--- src/hdl/bscp_pkg.sv ---
package bscp_pkg;

    // Sizes
    localparam int CLIENTS     = 16;
    localparam int CREDIT_BITS = 48;
    localparam int IDX_W       = (CLIENTS > 1) ? $clog2(CLIENTS) : 1;
    localparam int CNT_W       = $clog2(CREDIT_BITS + 1);

    // Fixed field widths
    localparam int MODE_W    = 2;
    localparam int CLIENT_W  = 4;
    localparam int FIELD_W   = 48;
    localparam int BCOUNT_W  = 16;
    localparam int CFG_IDX_W = 1;

    // Request modes
    localparam logic [MODE_W-1:0] MODE_DEC     = 2'd0;
    localparam logic [MODE_W-1:0] MODE_INC     = 2'd1;
    localparam logic [MODE_W-1:0] MODE_FREE    = 2'd2;
    localparam logic [MODE_W-1:0] MODE_RESTART = 2'd3;

    // Configuration register indexes
    localparam logic [CFG_IDX_W-1:0] CFG_QUOTA_LIMIT = 1'b0;
    localparam logic [CFG_IDX_W-1:0] CFG_BATCH_COUNT = 1'b1;

    // Datapath operations
    typedef enum logic [3:0] {
        OP_NONE,
        OP_LATCH,
        OP_LOAD,
        OP_ACQ,
        OP_TAKE,
        OP_SAVE_RN,
        OP_BULK_PREP,
        OP_BULK,
        OP_RESTART,
        OP_SIMPLE,
        OP_FINISH
    } dp_op_t;

    // Divider operand selection
    typedef enum logic [1:0] {
        SEL_NEED,
        SEL_POOL,
        SEL_QUOTA
    } div_sel_t;

    typedef struct packed {
        dp_op_t   op;
        logic     div_start;
        div_sel_t div_sel;
    } dp_cmd_t;

    typedef struct packed {
        logic [MODE_W-1:0] mode;
        logic              valid;
        logic              hold;
        logic              pool_zero;
        logic              need_le_loc;
        logic              pool_ge_bs;
        logic              bulk_fit;
        logic              div_done;
    } dp_stat_t;

endpackage

--- src/hdl/bscp_div.sv ---
// Restoring divider: one quotient bit per cycle, CREDIT_BITS quotient bits per division.
module bscp_div (
    input  logic                              clk,
    input  logic                              rst_n,
    input  logic                              start,
    input  logic [bscp_pkg::CREDIT_BITS-1:0]  dividend,
    input  logic [bscp_pkg::CREDIT_BITS-1:0]  divisor,
    output logic [bscp_pkg::CREDIT_BITS-1:0]  quotient,
    output logic [bscp_pkg::CREDIT_BITS-1:0]  remainder,
    output logic                              done
);

    localparam int W = bscp_pkg::CREDIT_BITS;

    logic [W-1:0]                 rem_reg;
    logic [W-1:0]                 quo_reg;
    logic [W-1:0]                 dvs_reg;
    logic [bscp_pkg::CNT_W-1:0]   cnt_reg;
    logic                         run_reg;
    logic                         done_reg;

    logic [W:0]   shifted;
    logic         ge;
    logic [W:0]   diff;

    // Trial subtract of the shifted partial remainder
    assign shifted = {rem_reg, quo_reg[W-1]};
    assign ge      = (shifted >= {1'b0, dvs_reg});
    assign diff    = shifted - {1'b0, dvs_reg};

    // Control: iteration count and completion pulse
    always_ff @(posedge clk or negedge rst_n) begin
        if (!rst_n) begin
            run_reg  <= 1'b0;
            done_reg <= 1'b0;
            cnt_reg  <= '0;
        end
        else begin
            done_reg <= 1'b0;
            if (start) begin
                run_reg <= 1'b1;
                cnt_reg <= '0;
            end
            else if (run_reg) begin
                cnt_reg <= cnt_reg + 1'b1;
                if (cnt_reg == bscp_pkg::CNT_W'(W - 1)) begin
                    run_reg  <= 1'b0;
                    done_reg <= 1'b1;
                end
            end
        end
    end

    // Datapath: shift in dividend bits, keep remainder and quotient
    always_ff @(posedge clk) begin
        if (start) begin
            rem_reg <= '0;
            quo_reg <= dividend;
            dvs_reg <= divisor;
        end
        else if (run_reg) begin
            rem_reg <= ge ? diff[W-1:0] : shifted[W-1:0];
            quo_reg <= {quo_reg[W-2:0], ge};
        end
    end

    assign quotient  = quo_reg;
    assign remainder = rem_reg;
    assign done      = done_reg;

endmodule

--- src/hdl/bscp_dp.sv ---
// Datapath: pool, batch size, per-client credit, working registers and result registers.
module bscp_dp (
    input  logic                                clk,
    input  logic                                rst_n,
    input  bscp_pkg::dp_cmd_t                   cmd,
    output bscp_pkg::dp_stat_t                  stat,
    input  logic [bscp_pkg::MODE_W-1:0]         mode,
    input  logic [bscp_pkg::CLIENT_W-1:0]       client,
    input  logic [bscp_pkg::FIELD_W-1:0]        amount,
    input  logic                                cfg_we,
    input  logic [bscp_pkg::CFG_IDX_W-1:0]      cfg_index,
    input  logic [bscp_pkg::FIELD_W-1:0]        cfg_data,
    output logic [bscp_pkg::FIELD_W-1:0]        granted,
    output logic                                holds_batch,
    output logic [bscp_pkg::FIELD_W-1:0]        local_left,
    output logic [bscp_pkg::FIELD_W-1:0]        pool_left
);

    localparam int W = bscp_pkg::CREDIT_BITS;

    // Configuration
    logic [bscp_pkg::FIELD_W-1:0]   quota_reg;
    logic [bscp_pkg::BCOUNT_W-1:0]  bcount_reg;

    // Block state
    logic [W-1:0]                   pool_reg;
    logic [W-1:0]                   bs_reg;
    logic [W-1:0]                   local_credit_reg [bscp_pkg::CLIENTS];
    logic [bscp_pkg::CLIENTS-1:0]   holding_reg;

    // Working registers for the item in flight
    logic [bscp_pkg::MODE_W-1:0]    mode_reg;
    logic [bscp_pkg::CLIENT_W-1:0]  client_reg;
    logic [W-1:0]                   need_reg;
    logic [W-1:0]                   grant_reg;
    logic [W-1:0]                   loc_reg;
    logic                           hold_reg;
    logic [W-1:0]                   rn_reg;
    logic [W:0]                     ceil_reg;
    logic [W-1:0]                   floor_reg;

    // Result registers
    logic [bscp_pkg::FIELD_W-1:0]   granted_reg;
    logic                           holds_reg;
    logic [bscp_pkg::FIELD_W-1:0]   local_left_reg;
    logic [bscp_pkg::FIELD_W-1:0]   pool_left_reg;

    // Combinational helpers
    logic                           valid;
    logic [bscp_pkg::IDX_W-1:0]     idx;
    logic                           pool_ge_bs;
    logic                           need_le_loc;
    logic [W-1:0]                   half;
    logic [W-1:0]                   acq_b;
    logic [W-1:0]                   take_t;
    logic [W-1:0]                   need_after;
    logic [W-1:0]                   pad;
    logic                           bulk_fit;
    logic [W:0]                     free_sum;
    logic [W-1:0]                   pool_free_next;
    logic [bscp_pkg::BCOUNT_W-1:0]  bc_eff;
    logic [W-1:0]                   bs_next;
    logic [W-1:0]                   div_a;
    logic [W-1:0]                   div_b;
    logic [W-1:0]                   div_quo;
    logic [W-1:0]                   div_rem;
    logic                           div_done;

    assign valid       = (32'(client_reg) < bscp_pkg::CLIENTS);
    assign idx         = bscp_pkg::IDX_W'(client_reg);
    assign pool_ge_bs  = (pool_reg >= bs_reg);
    assign need_le_loc = (need_reg <= loc_reg);

    // Batch for one acquire: full size, else half the pool but at least one
    assign half  = pool_reg >> 1;
    assign acq_b = pool_ge_bs ? bs_reg : ((half == '0) ? W'(1) : half);

    // Take from local credit
    assign take_t     = need_le_loc ? need_reg : loc_reg;
    assign need_after = need_reg - take_t;

    // Round need up to whole batches; compare with whole batches in the pool
    assign pad      = (rn_reg == '0) ? '0 : (bs_reg - rn_reg);
    assign bulk_fit = (ceil_reg <= {1'b0, floor_reg});

    // Saturating return of local credit to the pool
    assign free_sum       = {1'b0, pool_reg} + {1'b0, loc_reg};
    assign pool_free_next = free_sum[W] ? '1 : free_sum[W-1:0];

    // Batch size from the restart division
    assign bc_eff  = (bcount_reg == '0) ? bscp_pkg::BCOUNT_W'(1) : bcount_reg;
    assign bs_next = (div_quo == '0) ? W'(1) : div_quo;

    // Divider operand selection
    always_comb begin
        case (cmd.div_sel)
            bscp_pkg::SEL_NEED:
            begin
                div_a = need_after;
                div_b = bs_reg;
            end
            bscp_pkg::SEL_POOL:
            begin
                div_a = pool_reg;
                div_b = bs_reg;
            end
            bscp_pkg::SEL_QUOTA:
            begin
                div_a = W'(quota_reg);
                div_b = W'(bc_eff);
            end
            default:
            begin
                div_a = pool_reg;
                div_b = bs_reg;
            end
        endcase
    end

    bscp_div u_div (
        .clk       (clk),
        .rst_n     (rst_n),
        .start     (cmd.div_start),
        .dividend  (div_a),
        .divisor   (div_b),
        .quotient  (div_quo),
        .remainder (div_rem),
        .done      (div_done)
    );

    // Status to the controller
    assign stat.mode        = mode_reg;
    assign stat.valid       = valid;
    assign stat.hold        = holding_reg[idx];
    assign stat.pool_zero   = (pool_reg == '0);
    assign stat.need_le_loc = need_le_loc;
    assign stat.pool_ge_bs  = pool_ge_bs;
    assign stat.bulk_fit    = bulk_fit;
    assign stat.div_done    = div_done;

    // Configuration, pool, batch size and client table
    always_ff @(posedge clk or negedge rst_n) begin
        if (!rst_n) begin
            quota_reg   <= '0;
            bcount_reg  <= bscp_pkg::BCOUNT_W'(1);
            pool_reg    <= '0;
            bs_reg      <= W'(1);
            holding_reg <= '0;
            for (int i = 0; i < bscp_pkg::CLIENTS; i++) begin
                local_credit_reg[i] <= '0;
            end
        end
        else begin
            if (cfg_we) begin
                case (cfg_index)
                    bscp_pkg::CFG_QUOTA_LIMIT: quota_reg  <= cfg_data;
                    bscp_pkg::CFG_BATCH_COUNT: bcount_reg <= cfg_data[bscp_pkg::BCOUNT_W-1:0];
                    default: ;
                endcase
            end
            case (cmd.op)
                bscp_pkg::OP_ACQ:
                begin
                    if (pool_reg != '0) begin
                        pool_reg <= pool_reg - acq_b;
                    end
                end
                bscp_pkg::OP_BULK:
                begin
                    if (bulk_fit) begin
                        pool_reg <= pool_reg - ceil_reg[W-1:0];
                    end
                    else begin
                        pool_reg <= pool_reg - floor_reg;
                    end
                end
                bscp_pkg::OP_RESTART:
                begin
                    pool_reg    <= W'(quota_reg);
                    bs_reg      <= bs_next;
                    holding_reg <= '0;
                    for (int i = 0; i < bscp_pkg::CLIENTS; i++) begin
                        local_credit_reg[i] <= '0;
                    end
                end
                bscp_pkg::OP_SIMPLE:
                begin
                    if (mode_reg == bscp_pkg::MODE_FREE && hold_reg) begin
                        pool_reg <= pool_free_next;
                    end
                end
                bscp_pkg::OP_FINISH:
                begin
                    if (valid && mode_reg != bscp_pkg::MODE_RESTART) begin
                        local_credit_reg[idx] <= loc_reg;
                        holding_reg[idx]      <= hold_reg;
                    end
                end
                default: ;
            endcase
        end
    end

    // Working and result registers
    always_ff @(posedge clk) begin
        case (cmd.op)
            bscp_pkg::OP_LATCH:
            begin
                mode_reg   <= mode;
                client_reg <= client;
                need_reg   <= W'(amount);
                grant_reg  <= '0;
            end
            bscp_pkg::OP_LOAD:
            begin
                loc_reg  <= local_credit_reg[idx];
                hold_reg <= holding_reg[idx];
            end
            bscp_pkg::OP_ACQ:
            begin
                if (pool_reg == '0) begin
                    loc_reg  <= '0;
                    hold_reg <= 1'b0;
                end
                else begin
                    loc_reg  <= acq_b;
                    hold_reg <= 1'b1;
                end
            end
            bscp_pkg::OP_TAKE:
            begin
                loc_reg   <= loc_reg - take_t;
                grant_reg <= grant_reg + take_t;
                need_reg  <= need_after;
            end
            bscp_pkg::OP_SAVE_RN:
            begin
                rn_reg <= div_rem;
            end
            bscp_pkg::OP_BULK_PREP:
            begin
                ceil_reg  <= {1'b0, need_reg} + {1'b0, pad};
                floor_reg <= pool_reg - div_rem;
            end
            bscp_pkg::OP_BULK:
            begin
                if (bulk_fit) begin
                    loc_reg   <= ceil_reg[W-1:0] - need_reg;
                    hold_reg  <= 1'b1;
                    grant_reg <= grant_reg + need_reg;
                    need_reg  <= '0;
                end
                else begin
                    loc_reg   <= '0;
                    grant_reg <= grant_reg + floor_reg;
                    need_reg  <= need_reg - floor_reg;
                end
            end
            bscp_pkg::OP_RESTART:
            begin
                loc_reg  <= '0;
                hold_reg <= 1'b0;
            end
            bscp_pkg::OP_SIMPLE:
            begin
                case (mode_reg)
                    bscp_pkg::MODE_INC:
                    begin
                        if (hold_reg && loc_reg != '1) begin
                            loc_reg <= loc_reg + 1'b1;
                        end
                    end
                    bscp_pkg::MODE_FREE:
                    begin
                        if (hold_reg) begin
                            loc_reg  <= '0;
                            hold_reg <= 1'b0;
                        end
                    end
                    default: ;
                endcase
            end
            bscp_pkg::OP_FINISH:
            begin
                granted_reg    <= bscp_pkg::FIELD_W'(grant_reg);
                holds_reg      <= valid & hold_reg;
                local_left_reg <= valid ? bscp_pkg::FIELD_W'(loc_reg) : '0;
                pool_left_reg  <= bscp_pkg::FIELD_W'(pool_reg);
            end
            default: ;
        endcase
    end

    assign granted     = granted_reg;
    assign holds_batch = holds_reg;
    assign local_left  = local_left_reg;
    assign pool_left   = pool_left_reg;

endmodule

--- src/hdl/bscp_ctrl.sv ---
// Controller: sequences one request at a time through the datapath.
module bscp_ctrl (
    input  logic                 clk,
    input  logic                 rst_n,
    input  logic                 start,
    output logic                 busy,
    output logic                 done,
    output bscp_pkg::dp_cmd_t    cmd,
    input  bscp_pkg::dp_stat_t   stat
);

    typedef enum logic [11:0] {
        S_IDLE      = 12'b0000_0000_0001,
        S_LOAD      = 12'b0000_0000_0010,
        S_ACQ       = 12'b0000_0000_0100,
        S_TAKE      = 12'b0000_0000_1000,
        S_DIV_N     = 12'b0000_0001_0000,
        S_DIV_P     = 12'b0000_0010_0000,
        S_BULK_PREP = 12'b0000_0100_0000,
        S_BULK      = 12'b0000_1000_0000,
        S_DIV_R     = 12'b0001_0000_0000,
        S_RESTART   = 12'b0010_0000_0000,
        S_SIMPLE    = 12'b0100_0000_0000,
        S_DONE      = 12'b1000_0000_0000
    } state_t;

    state_t state_reg;
    state_t state_next;
    logic   bulk_done_reg;
    logic   bulk_done_next;
    logic   done_reg;

    // Next state and datapath command
    always_comb begin
        state_next     = state_reg;
        bulk_done_next = bulk_done_reg;
        cmd.op         = bscp_pkg::OP_NONE;
        cmd.div_start  = 1'b0;
        cmd.div_sel    = bscp_pkg::SEL_NEED;
        case (state_reg)
            S_IDLE:
            begin
                if (start) begin
                    cmd.op     = bscp_pkg::OP_LATCH;
                    state_next = S_LOAD;
                end
            end
            S_LOAD:
            begin
                cmd.op         = bscp_pkg::OP_LOAD;
                bulk_done_next = 1'b0;
                if (stat.mode == bscp_pkg::MODE_RESTART) begin
                    cmd.div_start = 1'b1;
                    cmd.div_sel   = bscp_pkg::SEL_QUOTA;
                    state_next    = S_DIV_R;
                end
                else if (!stat.valid) begin
                    state_next = S_DONE;
                end
                else if (stat.mode == bscp_pkg::MODE_DEC) begin
                    state_next = stat.hold ? S_TAKE : S_ACQ;
                end
                else begin
                    state_next = S_SIMPLE;
                end
            end
            S_ACQ:
            begin
                cmd.op     = bscp_pkg::OP_ACQ;
                state_next = stat.pool_zero ? S_DONE : S_TAKE;
            end
            S_TAKE:
            begin
                cmd.op = bscp_pkg::OP_TAKE;
                if (stat.need_le_loc) begin
                    state_next = S_DONE;
                end
                else if (!bulk_done_reg && stat.pool_ge_bs) begin
                    // take whole batches at once
                    cmd.div_start  = 1'b1;
                    cmd.div_sel    = bscp_pkg::SEL_NEED;
                    bulk_done_next = 1'b1;
                    state_next     = S_DIV_N;
                end
                else begin
                    bulk_done_next = 1'b1;
                    state_next     = S_ACQ;
                end
            end
            S_DIV_N:
            begin
                if (stat.div_done) begin
                    cmd.op        = bscp_pkg::OP_SAVE_RN;
                    cmd.div_start = 1'b1;
                    cmd.div_sel   = bscp_pkg::SEL_POOL;
                    state_next    = S_DIV_P;
                end
            end
            S_DIV_P:
            begin
                if (stat.div_done) begin
                    state_next = S_BULK_PREP;
                end
            end
            S_BULK_PREP:
            begin
                cmd.op     = bscp_pkg::OP_BULK_PREP;
                state_next = S_BULK;
            end
            S_BULK:
            begin
                cmd.op     = bscp_pkg::OP_BULK;
                state_next = stat.bulk_fit ? S_DONE : S_ACQ;
            end
            S_DIV_R:
            begin
                if (stat.div_done) begin
                    state_next = S_RESTART;
                end
            end
            S_RESTART:
            begin
                cmd.op     = bscp_pkg::OP_RESTART;
                state_next = S_DONE;
            end
            S_SIMPLE:
            begin
                cmd.op     = bscp_pkg::OP_SIMPLE;
                state_next = S_DONE;
            end
            S_DONE:
            begin
                cmd.op     = bscp_pkg::OP_FINISH;
                state_next = S_IDLE;
            end
            default:
            begin
                state_next = S_IDLE;
            end
        endcase
    end

    // State, bulk phase flag and result strobe
    always_ff @(posedge clk or negedge rst_n) begin
        if (!rst_n) begin
            state_reg     <= S_IDLE;
            bulk_done_reg <= 1'b0;
            done_reg      <= 1'b0;
        end
        else begin
            state_reg     <= state_next;
            bulk_done_reg <= bulk_done_next;
            done_reg      <= (state_reg == S_DONE);
        end
    end

    assign busy = (state_reg != S_IDLE);
    assign done = done_reg;

endmodule

--- src/hdl/batched_shared_credit_pool_unit.sv ---
// Shared credit pool with per-client batches. A request is taken when start is high
// and busy is low; its result appears on the result ports for exactly one cycle with
// done high, and must be captured then since the block cannot be held off. One request
// is worked on at a time. Increment and free pass from acceptance through S_LOAD and
// S_SIMPLE to S_DONE. Restart passes through S_LOAD, S_DIV_R and S_RESTART, waiting on
// the bit-serial divider that forms the batch size. A decrement goes from S_LOAD to
// S_TAKE when the client already holds a batch and to S_ACQ first when it does not;
// each further batch adds a pass through S_ACQ and S_TAKE (the pool is halved each
// time it holds less than a full batch), and an acquisition that finds the pool empty
// ends the request. Drawing whole batches adds S_DIV_N and S_DIV_P, two passes through
// the same divider, then S_BULK_PREP and S_BULK. busy is low in the cycle done is high,
// so the next request can be accepted right then. Configuration writes are always
// ready and should only be issued while busy is low.
module batched_shared_credit_pool_unit (
    input  logic                                clk,
    input  logic                                rst_n,
    input  logic                                start,
    output logic                                busy,
    output logic                                done,
    input  logic [bscp_pkg::MODE_W-1:0]         mode,
    input  logic [bscp_pkg::CLIENT_W-1:0]       client,
    input  logic [bscp_pkg::FIELD_W-1:0]        amount,
    output logic [bscp_pkg::FIELD_W-1:0]        granted,
    output logic                                holds_batch,
    output logic [bscp_pkg::FIELD_W-1:0]        local_left,
    output logic [bscp_pkg::FIELD_W-1:0]        pool_left,
    input  logic                                cfg_valid,
    output logic                                cfg_ready,
    input  logic [bscp_pkg::CFG_IDX_W-1:0]      cfg_index,
    input  logic [bscp_pkg::FIELD_W-1:0]        cfg_data
);

    bscp_pkg::dp_cmd_t  cmd;
    bscp_pkg::dp_stat_t stat;

    assign cfg_ready = 1'b1;

    bscp_ctrl u_ctrl (
        .clk   (clk),
        .rst_n (rst_n),
        .start (start),
        .busy  (busy),
        .done  (done),
        .cmd   (cmd),
        .stat  (stat)
    );

    bscp_dp u_dp (
        .clk         (clk),
        .rst_n       (rst_n),
        .cmd         (cmd),
        .stat        (stat),
        .mode        (mode),
        .client      (client),
        .amount      (amount),
        .cfg_we      (cfg_valid & cfg_ready),
        .cfg_index   (cfg_index),
        .cfg_data    (cfg_data),
        .granted     (granted),
        .holds_batch (holds_batch),
        .local_left  (local_left),
        .pool_left   (pool_left)
    );

    // Result strobe only shows once the block has gone idle
    a_done_idle: assert property (@(posedge clk) disable iff (!rst_n) done |-> !busy)
        else $error("result strobe while busy");

    // An accepted request makes the block busy next cycle
    a_accept_busy: assert property (@(posedge clk) disable iff (!rst_n)
        (start && !busy) |=> busy)
        else $error("request accepted but block not busy");

    // Result strobe lasts a single cycle
    a_done_pulse: assert property (@(posedge clk) disable iff (!rst_n) done |=> !done)
        else $error("result strobe longer than one cycle");

    // A client that holds no batch reports no local credit
    a_no_hold_zero: assert property (@(posedge clk) disable iff (!rst_n)
        (done && !holds_batch) |-> (local_left == '0))
        else $error("local credit reported without a batch");

endmodule
--- config.mk ---
export PLATFORM = sky130hd
export DESIGN_NAME = batched_shared_credit_pool_unit
export DESIGN_NICKNAME = d
export VERILOG_FILES = /design/src/hdl/bscp_pkg.sv /design/src/hdl/bscp_div.sv /design/src/hdl/bscp_dp.sv /design/src/hdl/bscp_ctrl.sv /design/src/hdl/batched_shared_credit_pool_unit.sv
export SDC_FILE = /design/constraint.sdc
export NUM_CORES = 2
export LEC_CHECK = 0
export ABC_AREA = 1
export BUFFER_PORTS_ARGS = -buffer_cell sky130_fd_sc_hd__buf_2
export CAP_MARGIN = 30
export CORE_ASPECT_RATIO = 0.75
export CORE_MARGIN = 1.5
export CORE_UTILIZATION = 25
export CTS_CLUSTER_DIAMETER = 60
export DETAILED_ROUTE_END_ITERATION = 7
export GPL_TIMING_DRIVEN = 0
export PLACE_DENSITY = 0.47
export REMOVE_ABC_BUFFERS = 1
export SLEW_MARGIN = 15
export SYNTH_ARGS = -nofsm -noshare
export SYNTH_HDL_FRONTEND = slang
export SYNTH_SLANG_ARGS = --single-unit
export TNS_END_PERCENT = 30
--- constraint.sdc ---
create_clock -name clk -period 26.2 [get_ports clk]
set_input_delay 5.24 -clock clk [delete_from_list [all_inputs] [get_ports clk]]
set_output_delay 5.24 -clock clk [all_outputs]
set_load 0.1 [all_outputs]
==> key figures <==
Logic synthesis
  – Synthesized cell area: about 110,000 um2
  – Yosys top cell by area: dfrtp_1
  – Post-synthesis cell count: ~15,000
  – Count leader, synth: nand2_1
  – EDFF count, synth: ~540
  – Netlist cell types: between 70 and 80
  – Main synth FF type: dfrtp_1
  – Top-area cell type share of the netlist area: 0.2217
  – Synth area leaders: dfrtp_1, edfxtp_1, nand2_1
  – Yosys warns: 0
  – Sequential area share after synthesis: 0.3796
  – Post-synth top cells: nand2_1, inv_1, nand3_1, nor2_1, a21oi_1
  – Synth async-reset ratio: 0.6228
  – Post-Syn Area per Cell: 7.415 um2
  – Post-synthesis register bit count: approximately 1,600

Cells and area
  – Post-route core utilization: 0.2982
  – Max FFs per register: around 770
  – Filler Cell Count: 47,190
  – # nets final: around 16,000
  – Layout area overhead: 18.65%
  – Layout cell share with drive strength beyond 1: 0.08286

CTS
  – Clock Tree Root: clkbuf_16
  – Clock Tree Buf Depth: 4
  – Total CTS buffers: about 200
  – Worst-skew pair later-pin latency: 970 ps
  – Clock Sinks: roughly 1,600
  – Htree depth: 4
  – CTS Hold Bufs: 0
  – PostCTS Resize Cnt: 0
  – Post-CTS Setup Bufs: 0
  – Reg clk slew, reported paths: ~60 ps
  – CTS tree: yes

Route
  – Drt total wl: around 620 mm
  – DR WL/cell: approximately 30 um
  – Final ANT Viol Nets: 0
  – Detailed Routing Iterations Pass 1: 6
  – Via count: between 100k and 150k
  – # DRC: 0
  – Via density: around 5.4
  – Initial DRC count: 15,840

STA
  – # setup viols final: 0
  – Post-route setup TNS: 0 ps
  – Max-slew violations: 0
  – Relative slew slack: 0.1917
  – Fin crit period: a little over 9000 ps
  – Fmax: roughly 0.11 GHz
  – Worst Skew: between 80 and 90 ps
  – Final Cycle Share: 0.3555
  – Slew @ Worst Pin: 1204 ps
  – Final Hold Fails: 0
  – Unrepaired setup endpoints after global routing: no

Critical path
  – Crit path max-delay family: compound AO/OA/AOI/OAI gates
  – CP max-delay cell: edfxtp_1
  – Worst Path Required: between 20,000 and 30,000 ps
  – CP max stage delay: about 750 ps
  – Critical path class: flip-flop to flip-flop
  – Largest fanout on the critical path: between 40 and 50
  – Worst path arrival time: roughly 10,000 ps
  – Crit-path most repeated cell: nand3_1
  – Setup crit end kind: flip-flop
  – CP bufs+invs: 6
  – CP Launch Type: flip-flop

Placed design
  – DP Wirelength: ~500 mm
  – I/O Buffers: around 250
  – Gpl congestion: approximately 1.0

Flow run
  – Max_cap viols: 0

Outcome
  – Outcome: finished clean

Global routing
  – First-pass GRT wire length: around 850 mm
  – Vias in the first global route: ~100k
  – Antenna violations before repair: 47
  – Gr usage total: 0.2727
  – Pin count of the biggest net entering global routing: ~120
  – Grt total ovfl: 0

Pwr
  – Worst VDD drop: 0.09606 mV
  – Power Density: approximately 140 nW/um2
  – Leakage power: around 0.056 uW

Die
  – Effective utilization at floorplan: 0.2513
  – Die area: roughly 440,000 um2
  – Site Rows: around 210
  – Die height: 574.1 um
  – # IOs: between 200 and 300
  – Core area: 432,500 um2
  – Chip width: about 760 um

Worst hold path
  – Tightest Hold Check Type: flip-flop to flip-flop
==> power by group <==
| group | switching [uW] | total, uW | internal, uW |
|---|---|---|---|
| Combinational | 7730 | 11000 | 3270 |
| Sequential | 908 | 4280 | 3370 |
| Clock | 1270 | 2870 | 1600 |
| Total | 9910 | 18200 | 8240 |
==> layout make-up <==
| cell class | count | area (um2) | share of cell area |
|---|---|---|---|
| Inverter | 1650 | 6238 | 0.04837 |
| Timing Repair Buffer | 620 | 8265 | 0.06408 |
| Tap cell | 5802 | 7259 | 0.05628 |
| Clock buffer | 265 | 5602 | 0.04343 |
| Multi-Input combinational cell | 10820 | 59320 | 0.4599 |
| Antenna cell | 16 | 40.04 | 0.0003104 |
| Clock inverter | 98 | 992.2 | 0.007693 |
| Sequential cell | 1551 | 41260 | 0.3199 |
==> cells in the final DEF, fill, tap and decap left out, types with 27 or more instances in the layout <==
cell type	Yosys	routed
o22ai_1	27	27
dfrtp_1	963	963
or2_2	62	62
a22oi_1	413	413
nor2_4	5	33
buf_12	0	80
a21o_1	62	62
nor2_1	1091	1076
inv_1	1620	1614
nand4_1	118	118
edfxtp_1	537	537
o211ai_1	96	96
buf_4	20	48
nand2_1	3764	3743
clkinv_2	0	30
nand3_1	1241	1241
o21bai_1	53	53
clkbuf_16	0	203
o221ai_1	82	82
o21a_1	73	73
ha_1	670	670
o21ai_1	98	129
xor2_1	199	199
buf_8	0	65
nor3_1	125	123
clkbuf_8	0	31
buf_16	0	134
dfxtp_1	48	48
a31oi_1	160	160
a21oi_1	1001	1000
o21ai_0	834	789
xnor2_1	122	121
clkbuf_1	332	32
buf_2	214	263
nor4_1	89	86
a21boi_0	109	109
==> stage by stage <==
| stage | total power [uW] | hold slack [ps] | worst slack [ps] | instances | cell area, um2 |
|---|---|---|---|---|---|
| CTS | 17740 | 406.1 | 17180 | 20790 | 128800 |
| detailed placement | 14790 | 446.7 | 17220 | 20430 | 122200 |
| finish | 18150 | 424.6 | 16890 | 20820 | 129000 |
| global route | 19020 | 404.1 | 17110 | 20800 | 128900 |
| global placement | 14410 | 446.7 | -4142 | 20070 | 114500 |
| floorplan | 9844 | 433.4 | 13490 | 14020 | 105900 |
==> routing by layer <==
layer,routed length (um),part of all wire,track usage,vias up
met2,247400,0.40,0.3809,6040
met1,280100,0.45,0.3963,55560
li1,-,-,-,50160
met4,23360,0.037,0.08518,30
met5,208,0.00033,0,-
met3,72380,0.12,0.08381,854
==> worst paths after layout <==
kind	end	slack, ps	cells past startpoint	from
setup / recovery	u_dp.pool_reg[44]	16890	30	u_dp.floor_reg[47]
hold / removal	u_dp.granted[2]	420	0	u_dp.grant_reg[2]
setup reg to reg	u_dp.pool_reg[44]	16890	30	u_dp.floor_reg[47]
hold reg to reg	u_dp.granted[2]	420	0	u_dp.grant_reg[2]
max in group asynchronous	u_dp.local_credit_reg[613]	19690	5	rst_n
min in group asynchronous	u_dp.local_credit_reg[580]	4210	1	rst_n
==> cell families after synthesis <==
kind of cell / Yosys count / synth area share
buffers and inverters: 2292 / 0.08250
multiplexers: 25 / 0.002590
XOR/XNOR: 321 / 0.02586
flip-flops: 1551 / 0.3796
other: 1 / 0.00003450
AND/OR/NAND/NOR: 6601 / 0.2538
AO/OA/AOI/OAI: 3188 / 0.1765
adder cells (fa/ha/maj): 681 / 0.07914
(Power assumes the default switching activity.)
